$ cat src/rtl/core/tcc_pkg.sv
`timescale 1ns / 1ps
package tcc_pkg;

	localparam int CELL_SIZE   = 8;
	localparam int CELL_SHIFT  = $clog2(CELL_SIZE);
	localparam int COORD_W     = 12;
	localparam int PIX_W       = 13;
	localparam int GRID_W      = COORD_W - CELL_SHIFT;
	localparam int COLOR_W     = 32;
	localparam int GLYPH_W     = 7;
	localparam int TARGET_W    = 16;
	localparam int HEX_W       = 32;
	localparam int NIB_COUNT   = HEX_W / 4;
	localparam int NIB_IDX_W   = $clog2(NIB_COUNT);
	localparam int ADDR_W      = 5;
	localparam int DATA_W      = 32;
	localparam int QUEUE_DEPTH = 4;
	localparam int QPTR_W      = $clog2(QUEUE_DEPTH);

	localparam logic [COORD_W-1:0] ORIGIN_X_RST    = 12'd8;
	localparam logic [COORD_W-1:0] ORIGIN_Y_RST    = 12'd28;
	localparam logic [COORD_W-1:0] AREA_WIDTH_RST  = 12'd624;
	localparam logic [COORD_W-1:0] AREA_HEIGHT_RST = 12'd444;
	localparam logic [COLOR_W-1:0] FORE_COLOR_RST  = 32'h00FF_FFFF;
	localparam logic [COLOR_W-1:0] BACK_COLOR_RST  = 32'h0000_0000;

	localparam logic [7:0] CH_BS    = 8'd8;
	localparam logic [7:0] CH_NL    = 8'd10;
	localparam logic [7:0] CH_SPACE = 8'd32;
	localparam logic [7:0] CH_TILDE = 8'd126;
	localparam logic [7:0] CH_QMARK = "?";
	localparam logic [7:0] CH_ZERO  = "0";
	localparam logic [7:0] CH_X     = "x";
	localparam logic [3:0] NIB_MASK = 4'hF;
	localparam logic [127:0] HEX_DIGITS = "0123456789ABCDEF";

	typedef enum logic [1:0] {
		CMD_PUTC  = 2'd0,
		CMD_MOVE  = 2'd1,
		CMD_CLEAR = 2'd2,
		CMD_HEX   = 2'd3
	} cmd_t;

	typedef enum logic [1:0] {
		DRAW_GLYPH = 2'd0,
		DRAW_ERASE = 2'd1,
		DRAW_CLEAR = 2'd2
	} draw_op_t;

	typedef enum logic [2:0] {
		REG_ORIGIN_X    = 3'd0,
		REG_ORIGIN_Y    = 3'd1,
		REG_AREA_WIDTH  = 3'd2,
		REG_AREA_HEIGHT = 3'd3,
		REG_FORE_COLOR  = 3'd4,
		REG_BACK_COLOR  = 3'd5
	} reg_idx_t;

	typedef struct packed {
		cmd_t                        kind;
		logic [7:0]                  char_code;
		logic signed [TARGET_W-1:0]  target_col;
		logic signed [TARGET_W-1:0]  target_row;
		logic                        last;
	} qentry_t;

	typedef struct packed {
		logic [COORD_W-1:0] origin_x;
		logic [COORD_W-1:0] origin_y;
		logic [COORD_W-1:0] area_width;
		logic [COORD_W-1:0] area_height;
		logic [COLOR_W-1:0] fore_color;
		logic [COLOR_W-1:0] back_color;
	} cfg_t;

	function automatic logic [7:0] hex_char(input logic [3:0] nib);
		logic [6:0] pos;
		pos = {~nib, 3'b000};
		return HEX_DIGITS[pos +: 8];
	endfunction

endpackage

$ cat src/rtl/core/tcc_cmd_if.sv
`timescale 1ns / 1ps
interface tcc_cmd_if;
	import tcc_pkg::*;

	logic                       valid;
	logic                       ready;
	logic [1:0]                 command;
	logic [7:0]                 char_code;
	logic signed [TARGET_W-1:0] target_col;
	logic signed [TARGET_W-1:0] target_row;
	logic [HEX_W-1:0]           hex_value;

	modport source (
		output valid, command, char_code, target_col, target_row, hex_value,
		input  ready
	);

	modport sink (
		input  valid, command, char_code, target_col, target_row, hex_value,
		output ready
	);

endinterface

$ cat src/rtl/core/tcc_draw_if.sv
`timescale 1ns / 1ps
interface tcc_draw_if;
	import tcc_pkg::*;

	logic               valid;
	logic               ready;
	logic [1:0]         draw_op;
	logic [PIX_W-1:0]   pixel_x;
	logic [PIX_W-1:0]   pixel_y;
	logic [COORD_W-1:0] rect_width;
	logic [COORD_W-1:0] rect_height;
	logic [GLYPH_W-1:0] glyph;
	logic [COLOR_W-1:0] color;
	logic               last;

	modport source (
		output valid, draw_op, pixel_x, pixel_y, rect_width, rect_height, glyph, color, last,
		input  ready
	);

	modport sink (
		input  valid, draw_op, pixel_x, pixel_y, rect_width, rect_height, glyph, color, last,
		output ready
	);

endinterface

$ cat src/rtl/core/text_console_cursor_engine.sv
`timescale 1ns / 1ps
// channel   dir  handshake               payload
// cmd       in   valid / ready           command, char_code, target_col, target_row, hex_value
// draw      out  valid / ready           draw_op, pixel_x, pixel_y, rect_width, rect_height,
//                                        glyph, color, last
// apb       in   psel, penable, pready   paddr, pwdata, pwrite, prdata
//
// put character, move and clear go from idle into the queue, back to back while it has space.
// print hex holds the front for 3 to 10 characters, one per cycle while the queue has space.
// the back executes one queued character or command per cycle while the draw register is
// free; a clearing wrap issues the clear, then its glyph. a result reaches the draw port in
// the cycle after execution. a 4-entry queue splits front and back; the back stalls only on a
// full draw register. reset clears cursor, queue and output valid; no clearing pass is needed.
module text_console_cursor_engine (
	input  logic                       clk,
	input  logic                       arst_n,
	tcc_cmd_if.sink                    cmd,
	tcc_draw_if.source                 draw,
	input  logic                       psel,
	input  logic                       penable,
	input  logic                       pwrite,
	input  logic [tcc_pkg::ADDR_W-1:0] paddr,
	input  logic [tcc_pkg::DATA_W-1:0] pwdata,
	output logic [tcc_pkg::DATA_W-1:0] prdata,
	output logic                       pready
);
	import tcc_pkg::*;

	cfg_t    cfg;
	logic    q_push, q_space, q_pop, q_valid;
	qentry_t q_in, q_head;

	tcc_regs u_regs (
		.clk     (clk),
		.arst_n  (arst_n),
		.psel    (psel),
		.penable (penable),
		.pwrite  (pwrite),
		.paddr   (paddr),
		.pwdata  (pwdata),
		.prdata  (prdata),
		.pready  (pready),
		.cfg     (cfg)
	);

	tcc_front u_front (
		.clk        (clk),
		.arst_n     (arst_n),
		.cmd        (cmd),
		.space      (q_space),
		.push       (q_push),
		.push_entry (q_in)
	);

	tcc_queue u_queue (
		.clk        (clk),
		.arst_n     (arst_n),
		.push       (q_push),
		.push_entry (q_in),
		.space      (q_space),
		.pop        (q_pop),
		.head_valid (q_valid),
		.head       (q_head)
	);

	tcc_back u_back (
		.clk     (clk),
		.arst_n  (arst_n),
		.cfg     (cfg),
		.q_valid (q_valid),
		.q_entry (q_head),
		.pop     (q_pop),
		.draw    (draw)
	);

	a_push_space: assert property (@(posedge clk) disable iff (!arst_n)
		q_push |-> q_space)
		else $error("queue push while full");

	a_pop_valid: assert property (@(posedge clk) disable iff (!arst_n)
		q_pop |-> q_valid)
		else $error("queue pop while empty");

	a_direct_push: assert property (@(posedge clk) disable iff (!arst_n)
		(cmd.valid && cmd.ready && cmd.command != CMD_HEX) |-> q_push)
		else $error("accepted command not queued");

	a_hex_busy: assert property (@(posedge clk) disable iff (!arst_n)
		(cmd.valid && cmd.ready && cmd.command == CMD_HEX) |=> !cmd.ready)
		else $error("front took an item while expanding hex");

endmodule

$ cat src/rtl/core/tcc_regs.sv
`timescale 1ns / 1ps
module tcc_regs (
	input  logic                        clk,
	input  logic                        arst_n,
	input  logic                        psel,
	input  logic                        penable,
	input  logic                        pwrite,
	input  logic [tcc_pkg::ADDR_W-1:0]  paddr,
	input  logic [tcc_pkg::DATA_W-1:0]  pwdata,
	output logic [tcc_pkg::DATA_W-1:0]  prdata,
	output logic                        pready,
	output tcc_pkg::cfg_t               cfg
);
	import tcc_pkg::*;

	cfg_t     cfg_q;
	reg_idx_t idx;
	logic     wr;

	assign pready = 1'b1;
	assign idx    = reg_idx_t'(paddr[ADDR_W-1:2]);
	assign wr     = psel && penable && pwrite && pready;
	assign cfg    = cfg_q;

	always_ff @(posedge clk or negedge arst_n) begin
		if (!arst_n) begin
			cfg_q.origin_x    <= ORIGIN_X_RST;
			cfg_q.origin_y    <= ORIGIN_Y_RST;
			cfg_q.area_width  <= AREA_WIDTH_RST;
			cfg_q.area_height <= AREA_HEIGHT_RST;
			cfg_q.fore_color  <= FORE_COLOR_RST;
			cfg_q.back_color  <= BACK_COLOR_RST;
		end else if (wr) begin
			case (idx)
				REG_ORIGIN_X:    cfg_q.origin_x    <= pwdata[COORD_W-1:0];
				REG_ORIGIN_Y:    cfg_q.origin_y    <= pwdata[COORD_W-1:0];
				REG_AREA_WIDTH:  cfg_q.area_width  <= pwdata[COORD_W-1:0];
				REG_AREA_HEIGHT: cfg_q.area_height <= pwdata[COORD_W-1:0];
				REG_FORE_COLOR:  cfg_q.fore_color  <= pwdata[COLOR_W-1:0];
				REG_BACK_COLOR:  cfg_q.back_color  <= pwdata[COLOR_W-1:0];
				default: ;
			endcase
		end
	end

	always_comb begin
		case (idx)
			REG_ORIGIN_X:    prdata = DATA_W'(cfg_q.origin_x);
			REG_ORIGIN_Y:    prdata = DATA_W'(cfg_q.origin_y);
			REG_AREA_WIDTH:  prdata = DATA_W'(cfg_q.area_width);
			REG_AREA_HEIGHT: prdata = DATA_W'(cfg_q.area_height);
			REG_FORE_COLOR:  prdata = DATA_W'(cfg_q.fore_color);
			REG_BACK_COLOR:  prdata = DATA_W'(cfg_q.back_color);
			default:         prdata = '0;
		endcase
	end

endmodule

$ cat src/rtl/core/tcc_front.sv
`timescale 1ns / 1ps
module tcc_front (
	input  logic             clk,
	input  logic             arst_n,
	tcc_cmd_if.sink          cmd,
	input  logic             space,
	output logic             push,
	output tcc_pkg::qentry_t push_entry
);
	import tcc_pkg::*;

	typedef enum logic [1:0] {
		F_IDLE,
		F_X,
		F_DIGIT
	} fstate_t;

	fstate_t               state_q;
	logic [HEX_W-1:0]      hex_q;
	logic [NIB_IDX_W-1:0]  idx_q;
	logic [NIB_IDX_W-1:0]  lead;
	logic [3:0]            nib;
	logic                  is_hex;

	assign is_hex    = (cmd.command == CMD_HEX);
	assign cmd.ready = (state_q == F_IDLE) && space;
	assign nib       = hex_q[{idx_q, 2'b00} +: 4] & NIB_MASK;

	// highest nonzero digit, zero when the value is zero
	always_comb begin
		lead = '0;
		for (int i = 1; i < NIB_COUNT; i++) begin
			if (cmd.hex_value[i*4 +: 4] != 4'h0) begin
				lead = NIB_IDX_W'(i);
			end
		end
	end

	always_comb begin
		push                  = 1'b0;
		push_entry.kind       = CMD_PUTC;
		push_entry.char_code  = cmd.char_code;
		push_entry.target_col = cmd.target_col;
		push_entry.target_row = cmd.target_row;
		push_entry.last       = 1'b1;
		case (state_q)
			F_IDLE: begin
				push = cmd.valid && space;
				if (is_hex) begin
					push_entry.char_code = CH_ZERO;
					push_entry.last      = 1'b0;
				end else begin
					push_entry.kind = cmd_t'(cmd.command);
				end
			end
			F_X: begin
				push                 = space;
				push_entry.char_code = CH_X;
				push_entry.last      = 1'b0;
			end
			F_DIGIT: begin
				push                 = space;
				push_entry.char_code = hex_char(nib);
				push_entry.last      = (idx_q == '0);
			end
			default: ;
		endcase
	end

	always_ff @(posedge clk or negedge arst_n) begin
		if (!arst_n) begin
			state_q <= F_IDLE;
			hex_q   <= '0;
			idx_q   <= '0;
		end else begin
			case (state_q)
				F_IDLE: begin
					if (cmd.valid && cmd.ready && is_hex) begin
						state_q <= F_X;
						hex_q   <= cmd.hex_value;
						idx_q   <= lead;
					end
				end
				F_X: begin
					if (space) begin
						state_q <= F_DIGIT;
					end
				end
				F_DIGIT: begin
					if (space) begin
						if (idx_q == '0) begin
							state_q <= F_IDLE;
						end else begin
							idx_q <= idx_q - 1'b1;
						end
					end
				end
				default: state_q <= F_IDLE;
			endcase
		end
	end

endmodule

$ cat src/rtl/core/tcc_queue.sv
`timescale 1ns / 1ps
module tcc_queue (
	input  logic             clk,
	input  logic             arst_n,
	input  logic             push,
	input  tcc_pkg::qentry_t push_entry,
	output logic             space,
	input  logic             pop,
	output logic             head_valid,
	output tcc_pkg::qentry_t head
);
	import tcc_pkg::*;

	qentry_t           mem_q [QUEUE_DEPTH];
	logic [QPTR_W-1:0] wr_ptr_q;
	logic [QPTR_W-1:0] rd_ptr_q;
	logic [QPTR_W:0]   count_q;
	logic              do_push;
	logic              do_pop;

	assign space      = (count_q != (QPTR_W+1)'(QUEUE_DEPTH));
	assign head_valid = (count_q != '0);
	assign head       = mem_q[rd_ptr_q];
	assign do_push    = push && space;
	assign do_pop     = pop && head_valid;

	always_ff @(posedge clk) begin
		if (do_push) begin
			mem_q[wr_ptr_q] <= push_entry;
		end
	end

	always_ff @(posedge clk or negedge arst_n) begin
		if (!arst_n) begin
			wr_ptr_q <= '0;
			rd_ptr_q <= '0;
			count_q  <= '0;
		end else begin
			if (do_push) begin
				wr_ptr_q <= wr_ptr_q + 1'b1;
			end
			if (do_pop) begin
				rd_ptr_q <= rd_ptr_q + 1'b1;
			end
			case ({do_push, do_pop})
				2'b10:   count_q <= count_q + 1'b1;
				2'b01:   count_q <= count_q - 1'b1;
				default: ;
			endcase
		end
	end

endmodule

$ cat src/rtl/core/tcc_back.sv
`timescale 1ns / 1ps
module tcc_back (
	input  logic             clk,
	input  logic             arst_n,
	input  tcc_pkg::cfg_t    cfg,
	input  logic             q_valid,
	input  tcc_pkg::qentry_t q_entry,
	output logic             pop,
	tcc_draw_if.source       draw
);
	import tcc_pkg::*;

	logic [GRID_W-1:0]  col_q, row_q;
	logic               phase_q;
	logic [GRID_W-1:0]  col_n, row_n, dcol, drow, cols, rows;
	logic               phase_n;
	logic [GRID_W:0]    row_inc;
	logic               nl_clear, wrap, printable;
	logic               emits, done, fire, out_free;
	draw_op_t           op_n;
	logic [GLYPH_W-1:0] glyph_n;
	logic               last_n;

	logic               valid_q;
	draw_op_t           op_q;
	logic [PIX_W-1:0]   x_q, y_q;
	logic [COORD_W-1:0] w_q, h_q;
	logic [GLYPH_W-1:0] glyph_q;
	logic [COLOR_W-1:0] color_q;
	logic               last_q;

	function automatic logic [GRID_W-1:0] clamp(
		input logic signed [TARGET_W-1:0] t,
		input logic [GRID_W-1:0]          n
	);
		logic signed [TARGET_W-1:0] lim;
		lim = $signed(TARGET_W'(n));
		if (t < 0 || n == '0) begin
			return '0;
		end else if (t >= lim) begin
			return n - 1'b1;
		end else begin
			return t[GRID_W-1:0];
		end
	endfunction

	function automatic logic [PIX_W-1:0] cell_pix(
		input logic [COORD_W-1:0] org,
		input logic [GRID_W-1:0]  idx
	);
		return PIX_W'(org) + (PIX_W'(idx) << CELL_SHIFT);
	endfunction

	assign cols      = cfg.area_width[COORD_W-1:CELL_SHIFT];
	assign rows      = cfg.area_height[COORD_W-1:CELL_SHIFT];
	assign row_inc   = {1'b0, row_q} + 1'b1;
	assign nl_clear  = (row_inc >= {1'b0, rows});
	assign wrap      = !phase_q && (col_q >= cols);
	assign printable = (q_entry.char_code >= CH_SPACE) && (q_entry.char_code <= CH_TILDE);

	always_comb begin
		col_n   = col_q;
		row_n   = row_q;
		phase_n = phase_q;
		dcol    = col_q;
		drow    = row_q;
		emits   = 1'b0;
		done    = 1'b1;
		op_n    = DRAW_GLYPH;
		glyph_n = '0;
		case (q_entry.kind)
			CMD_MOVE: begin
				col_n = clamp(q_entry.target_col, cols);
				row_n = clamp(q_entry.target_row, rows);
			end
			CMD_CLEAR: begin
				emits = 1'b1;
				op_n  = DRAW_CLEAR;
				col_n = '0;
				row_n = '0;
			end
			CMD_PUTC: begin
				if (q_entry.char_code == CH_NL) begin
					col_n = '0;
					if (nl_clear) begin
						emits = 1'b1;
						op_n  = DRAW_CLEAR;
						row_n = '0;
					end else begin
						row_n = row_inc[GRID_W-1:0];
					end
				end else if (q_entry.char_code == CH_BS) begin
					if (col_q != '0) begin
						dcol  = col_q - 1'b1;
						col_n = dcol;
						emits = 1'b1;
						op_n  = DRAW_ERASE;
					end
				end else if (wrap && nl_clear) begin
					// wrap runs off the bottom: clear now, then the glyph at home once the draw register is free
					emits   = 1'b1;
					op_n    = DRAW_CLEAR;
					col_n   = '0;
					row_n   = '0;
					phase_n = 1'b1;
					done    = 1'b0;
				end else begin
					dcol    = wrap ? '0 : col_q;
					drow    = wrap ? row_inc[GRID_W-1:0] : row_q;
					emits   = 1'b1;
					op_n    = DRAW_GLYPH;
					glyph_n = printable ? q_entry.char_code[GLYPH_W-1:0]
					                    : CH_QMARK[GLYPH_W-1:0];
					col_n   = dcol + 1'b1;
					row_n   = drow;
					phase_n = 1'b0;
				end
			end
			default: ;
		endcase
	end

	assign last_n   = q_entry.last && done;
	assign out_free = !valid_q || draw.ready;
	assign fire     = q_valid && (!emits || out_free);
	assign pop      = fire && done;

	always_ff @(posedge clk or negedge arst_n) begin
		if (!arst_n) begin
			col_q   <= '0;
			row_q   <= '0;
			phase_q <= 1'b0;
			valid_q <= 1'b0;
		end else begin
			if (fire) begin
				col_q   <= col_n;
				row_q   <= row_n;
				phase_q <= phase_n;
			end
			if (fire && emits) begin
				valid_q <= 1'b1;
			end else if (draw.ready) begin
				valid_q <= 1'b0;
			end
		end
	end

	always_ff @(posedge clk) begin
		if (fire && emits) begin
			op_q    <= op_n;
			glyph_q <= glyph_n;
			last_q  <= last_n;
			if (op_n == DRAW_CLEAR) begin
				x_q     <= PIX_W'(cfg.origin_x);
				y_q     <= PIX_W'(cfg.origin_y);
				w_q     <= cfg.area_width;
				h_q     <= cfg.area_height;
				color_q <= cfg.back_color;
			end else begin
				x_q     <= cell_pix(cfg.origin_x, dcol);
				y_q     <= cell_pix(cfg.origin_y, drow);
				w_q     <= COORD_W'(CELL_SIZE);
				h_q     <= COORD_W'(CELL_SIZE);
				color_q <= (op_n == DRAW_GLYPH) ? cfg.fore_color : cfg.back_color;
			end
		end
	end

	assign draw.valid       = valid_q;
	assign draw.draw_op     = op_q;
	assign draw.pixel_x     = x_q;
	assign draw.pixel_y     = y_q;
	assign draw.rect_width  = w_q;
	assign draw.rect_height = h_q;
	assign draw.glyph       = glyph_q;
	assign draw.color       = color_q;
	assign draw.last        = last_q;

endmodule

$ cat src/flat_wrapper.sv
// flat-port wrapper written by rule: the top's interface ports become plain ports
module text_console_cursor_engine_flat import tcc_pkg::*;
  (clk, arst_n, psel, penable, pwrite, paddr, pwdata, prdata, pready, cmd_valid, cmd_command, cmd_char_code, cmd_target_col, cmd_target_row, cmd_hex_value, cmd_ready, draw_valid, draw_draw_op, draw_pixel_x, draw_pixel_y, draw_rect_width, draw_rect_height, draw_glyph, draw_color, draw_last, draw_ready);
  tcc_cmd_if cmd_i ();
  tcc_draw_if draw_i ();
  input  logic clk;
  input  logic arst_n;
  input  logic psel;
  input  logic penable;
  input  logic pwrite;
  input  logic [tcc_pkg::ADDR_W-1:0] paddr;
  input  logic [tcc_pkg::DATA_W-1:0] pwdata;
  output logic [tcc_pkg::DATA_W-1:0] prdata;
  output logic pready;
  input wire logic [$bits(cmd_i.valid)-1:0] cmd_valid;
  input wire logic [$bits(cmd_i.command)-1:0] cmd_command;
  input wire logic [$bits(cmd_i.char_code)-1:0] cmd_char_code;
  input wire logic [$bits(cmd_i.target_col)-1:0] cmd_target_col;
  input wire logic [$bits(cmd_i.target_row)-1:0] cmd_target_row;
  input wire logic [$bits(cmd_i.hex_value)-1:0] cmd_hex_value;
  output wire logic [$bits(cmd_i.ready)-1:0] cmd_ready;
  output wire logic [$bits(draw_i.valid)-1:0] draw_valid;
  output wire logic [$bits(draw_i.draw_op)-1:0] draw_draw_op;
  output wire logic [$bits(draw_i.pixel_x)-1:0] draw_pixel_x;
  output wire logic [$bits(draw_i.pixel_y)-1:0] draw_pixel_y;
  output wire logic [$bits(draw_i.rect_width)-1:0] draw_rect_width;
  output wire logic [$bits(draw_i.rect_height)-1:0] draw_rect_height;
  output wire logic [$bits(draw_i.glyph)-1:0] draw_glyph;
  output wire logic [$bits(draw_i.color)-1:0] draw_color;
  output wire logic [$bits(draw_i.last)-1:0] draw_last;
  input wire logic [$bits(draw_i.ready)-1:0] draw_ready;
  assign cmd_i.valid = cmd_valid;
  assign cmd_i.command = cmd_command;
  assign cmd_i.char_code = cmd_char_code;
  assign cmd_i.target_col = cmd_target_col;
  assign cmd_i.target_row = cmd_target_row;
  assign cmd_i.hex_value = cmd_hex_value;
  assign cmd_ready = cmd_i.ready;
  assign draw_valid = draw_i.valid;
  assign draw_draw_op = draw_i.draw_op;
  assign draw_pixel_x = draw_i.pixel_x;
  assign draw_pixel_y = draw_i.pixel_y;
  assign draw_rect_width = draw_i.rect_width;
  assign draw_rect_height = draw_i.rect_height;
  assign draw_glyph = draw_i.glyph;
  assign draw_color = draw_i.color;
  assign draw_last = draw_i.last;
  assign draw_i.ready = draw_ready;
  text_console_cursor_engine u_core (.clk(clk), .arst_n(arst_n), .cmd(cmd_i), .draw(draw_i), .psel(psel), .penable(penable), .pwrite(pwrite), .paddr(paddr), .pwdata(pwdata), .prdata(prdata), .pready(pready));
endmodule
$ cat config.mk
export PLATFORM = sky130hd
export DESIGN_NAME = text_console_cursor_engine_flat
export DESIGN_NICKNAME = d
export VERILOG_FILES = /design/src/rtl/core/tcc_pkg.sv /design/src/rtl/core/tcc_cmd_if.sv /design/src/rtl/core/tcc_draw_if.sv /design/src/rtl/core/text_console_cursor_engine.sv /design/src/rtl/core/tcc_regs.sv /design/src/rtl/core/tcc_front.sv /design/src/rtl/core/tcc_queue.sv /design/src/rtl/core/tcc_back.sv /design/src/flat_wrapper.sv
export SDC_FILE = /design/constraint.sdc
export NUM_CORES = 1
export LEC_CHECK = 0
export ABC_CLOCK_PERIOD_IN_PS = 12600
export BUFFER_PORTS_ARGS = -buffer_cell sky130_fd_sc_hd__buf_2
export CORE_ASPECT_RATIO = 1.5
export CORE_MARGIN = 4
export CORE_UTILIZATION = 55
export CTS_CLUSTER_DIAMETER = 40
export CTS_CLUSTER_SIZE = 12
export DETAILED_ROUTE_END_ITERATION = 8
export PLACE_DENSITY = 0.78
export SYNTH_ARGS = -nofsm -noshare
export SYNTH_HDL_FRONTEND = slang
export SYNTH_SLANG_ARGS = --single-unit
$ cat constraint.sdc
create_clock -name clk -period 12.6 [get_ports clk]
set_input_delay 2.52 -clock clk [delete_from_list [all_inputs] [get_ports clk]]
set_output_delay 2.52 -clock clk [all_outputs]
set_load 0.01 [all_outputs]
==> metrics.md <==
| Metric | Value |
|---|---|
| CTS buffer count | `47` |
| CP dominant cell by count | `buf_2` |
| Period utilisation layout | `between 50% and 60%` |
| Final wirelength | `50,700 microns` |
| Synth area leader | `edfxtp_1` |
| Core Box Area | `38,500 sq um` |
| Boundary pin count | `245` |
| Final Net Count | `~2,000` |
| Top-count cell post-synth | `edfxtp_1` |
| H-tree level count | `2` |
| Compound-Gate Fraction of Synth Area | `9.20%` |
| Combinational share of power | `39.8%` |
| Vias | `14,300` |
| Resized cells post-CTS | `0` |
| Vias in the first global route | `14,700` |
| Register area share after synthesis | `57.7%` |
| Die H | `250 microns` |
| Slew Limit Fails | `0` |
| Largest cells by area after synthesis | `edfxtp_1 (37%), dfrtp_1 (16%), mux2_2 (7.3%), dfstp_2 (4.7%), mux4_2 (4.5%)` |
| Number of flops mapped to enable cells by yosys | `264` |
| RD Place Congestion | `slightly above 0.9` |
| Final setup vio count | `0` |
| Seq cells post-synth | `440` |
| Clk_skew | `27.4 ps` |
| Die Span X | `169 microns` |
| P&R area growth vs syn | `14.8%` |
| IO Port Bufs | `roughly 240` |
| Worst Tran Pin Value | `1180 ps` |
| Seq pwr share | `39.3%` |
| Fraction of synthesized area in multiplexers | `15.5%` |
| Critical Path RT | `10,080 ps` |
| Hold_buf cts | `0` |
| VDD IR max | `roughly 0.00018 V` |
| Root Driver | `clkbuf_16` |
| Crit. End Element | `output pin` |
| Largest delay share family, worst path | `buffers and inverters` |
| Crit path max-delay cell type | `buf_2` |
| Worst hold margin | `475 ps` |
| Max frequency | `145 MHz` |
| Design Area, Final | `24,600 sq um` |
| Synth Flop Type | `edfxtp_1` |
| Worst path cell trace | `buf_2 > inv_1 > nor2_1 > buf_4 > nand2_1 > o221ai_1 > buf_2` |
| Share of layout cells above drive strength 1 | `31.8%` |
| First-pass GRT wire length | `just under 80,000 microns` |
| Mapped Area | `21,400 sq um` |
| Main combinational cell family by area after synthesis | `multiplexers` |
| Area share of the largest cell type after synthesis | `37.0%` |
| Leak | `a little under 10 nW` |
| Min-delay worst type | `register to register` |
| # DRC | `0` |
| DRT Pass-1 Iters | `7` |
| GRT Util Overall | `23.6%` |
| Cells after Synth | `1,612` |
| Largest net degree at the start of global routing | `82` |
| GRT Residual Overflow | `0` |
| Fin util | `a little under two thirds` |
| Worst Path Class, Setup | `input pin to output pin` |
| Int Power | `4.03 mW` |
| Synthesis Warnings | `0` |
| Top cells by count, synth | `edfxtp_1 (264), mux2_2 (139), dfrtp_1 (138), nand2_1 (111), o21ai_0 (99)` |
| Switching fraction of total power | `36.5%` |
| Yosys cell types | `73` |
| Pwr dens | `258 nW/um^2` |
| Synth Area in XOR/XNOR | `~1.8%` |
| Switch Pwr | `about 2.3 mW` |
| Post-DP Area | `23,100 sq um` |
| Async S/R FF share, synth | `about 40%` |
| Max-Cap Viols | `0` |
| Adder-Cell Fraction of Synth Area | `about 4.7%` |
| Clock transition at path regs | `50 ps` |
| Bufs and invs on worst path | `4` |
| Unrepaired setup endpoints after global routing | `no` |
| Drt initial violations | `approximately 1,100` |
| Vias per cell | `6.01` |
| Maximum clock path buffer count | `3` |
| Post-CTS Repair Setup Buffers | `0` |
| Setup TNS | `0 ps` |
| Critical path launch point type | `input pin` |
| # clock sinks | `440` |
| Initial antenna violation count | `5` |
| Fillers | `2,854` |
| Routed len/inst | `21.3 microns` |
| Endpoints failing hold | `0` |
| Max incr delay on CP | `690 ps` |
| Synth Area in Simple Gates | `8.43%` |
| Clock share of power | `20.9%` |
| Die ar. | `42,300 sq um` |
| CP arrival | `about 4400 ps` |
| Syn_nets | `approximately 1,800` |
| Dpl hpwl | `between 30,000 and 40,000 microns` |
| Initial Util | `55.6%` |
| Clock Latency Late Sink | `570 ps` |
| CTS tree | `yes` |
| Max FO, Critical Path | `34` |
| Row cnt | `88` |
| Post-Syn Area per Cell | `13.3 sq um` |
| Status | `finished clean` |
| Post-DRT Antenna Nets | `0` |
| Slew headroom | `21.3%` |
| Min Clock Period, post-route | `6880 ps` |
==> worst reg2reg max path: stages (launching register included) <==
cell	delay, ps
dfrtp_2	340
buf_4	600
mux4_2	910
nor2_1	900
nand2_1	690
or3_1	650
mux2i_1	330
inv_1	80
ha_1	270
a21o_1	180
a21oi_1	250
o21ai_0	120
o211a_1	150
o21ai_0	220
a21oi_1	110
o21ai_0	170
a21oi_1	90
==> registers in the layout, indices dropped and copies added (netlist names), 9 cells and up <==
name / cells
u_core.u_back.draw.pixel_y: 13
u_core.u_back.draw.color: 32
u_core.u_front.hex_q: 32
u_core.u_queue.mem_q: 172
u_core.u_back.draw.pixel_x: 13
u_core.u_back.col_q: 9
u_core.u_regs.cfg: 112
u_core.u_back.draw.rect_height: 12
u_core.u_back.row_q: 9
u_core.u_back.draw.rect_width: 12
==> placed cells by master (no fill, tap or decap), types with 15 or more instances in the layout <==
cell type  Yosys  final
nand3_1       24     24
clkbuf_1      58     22
o21ai_0       99     99
a22o_1        31     31
nand2_1      111    111
inv_1         65     65
xor2_1        17     17
xnor2_1       26     26
nor2_1        60     59
mux2_2       139    139
mux4_2        43     43
edfxtp_1     264    264
buf_2          8    240
nor3_1        47     43
mux2_4        30     30
dfrtp_1      138    137
dfstp_2       38     38
a21oi_1       52     51
mux2i_1       33     33
clkbuf_16      0     51
nor2b_1       15     15
ha_1          75     75
buf_4          3     19
==> per-stage QoR <==
stage          setup WS [ps]  power [mW]  instances
5_1_grt                 5580        6.75       2378
2_1_floorplan           5600        4.27       1612
6_report                5720        6.35       2380
3_5_place_dp            5700        5.04       2289
4_1_cts                 5710        6.38       2376
3_3_place_gp            5710        4.93       2289
==> cells by family (layout without fill, tap and decap cells) <==
family	count (synthesis)	after routing
AO/OA/AOI/OAI	299	299
XOR/XNOR	43	43
adder cells (fa/ha/maj)	78	78
buffers and inverters	143	412
flip-flops	440	440
multiplexers	245	245
other	1	5
AND/OR/NAND/NOR	363	363
==> per-layer routing <==
| layer | share of wire (%) | vias to the layer above | track usage, % |
|---|---|---|---|
| li1 | - | 6580 | - |
| met1 | 38 | 7064 | 28.2 |
| met2 | 51 | 513 | 41.6 |
| met3 | 6.2 | 144 | 3.69 |
| met4 | 4.7 | 4 | 10.8 |
| met5 | 0.053 | - | 0 |
==> power by group through the flow <==
stage / logic (mW) / registers (mW) / clock network [mW]
4_1_cts: 2.54 / 2.50 / 1.35
6_report: 2.53 / 2.50 / 1.32
2_1_floorplan: 1.77 / 2.50 / 0
3_5_place_dp: 2.52 / 2.52 / 0
5_1_grt: 2.79 / 2.55 / 1.41
3_3_place_gp: 2.44 / 2.49 / 0
==> final timing paths <==
path                                                  end  slack (ps)  cells past startpoint                        from
setup / recovery                                prdata[0]        5720                      7                    paddr[2]
hold / removal              u_core.u_back.draw.pixel_x[2]         480                      0      u_core.u_regs.cfg[102]
setup reg to reg           u_core.u_back.draw.pixel_y[12]        6260                     16  u_core.u_queue.rd_ptr_q[0]
hold reg to reg             u_core.u_back.draw.pixel_x[2]         480                      0      u_core.u_regs.cfg[102]
max in group asynchronous          u_core.u_back.row_q[7]        8650                      3                      arst_n
min in group asynchronous        u_core.u_front.hex_q[20]        1890                      1                      arst_n
==> final cells by class <==
type	count	area (sq um)	area share (%)
diodes	4	10.0	0.0407
clock buffers	77	1410	5.74
clock inverters	10	83.8	0.340
inverters	65	244	0.991
multi-input cells	1029	8520	34.6
flip-flops and latches	440	12400	50.3
well taps	495	619	2.52
repair buffers	260	1360	5.50
(Power assumes the default switching activity.)
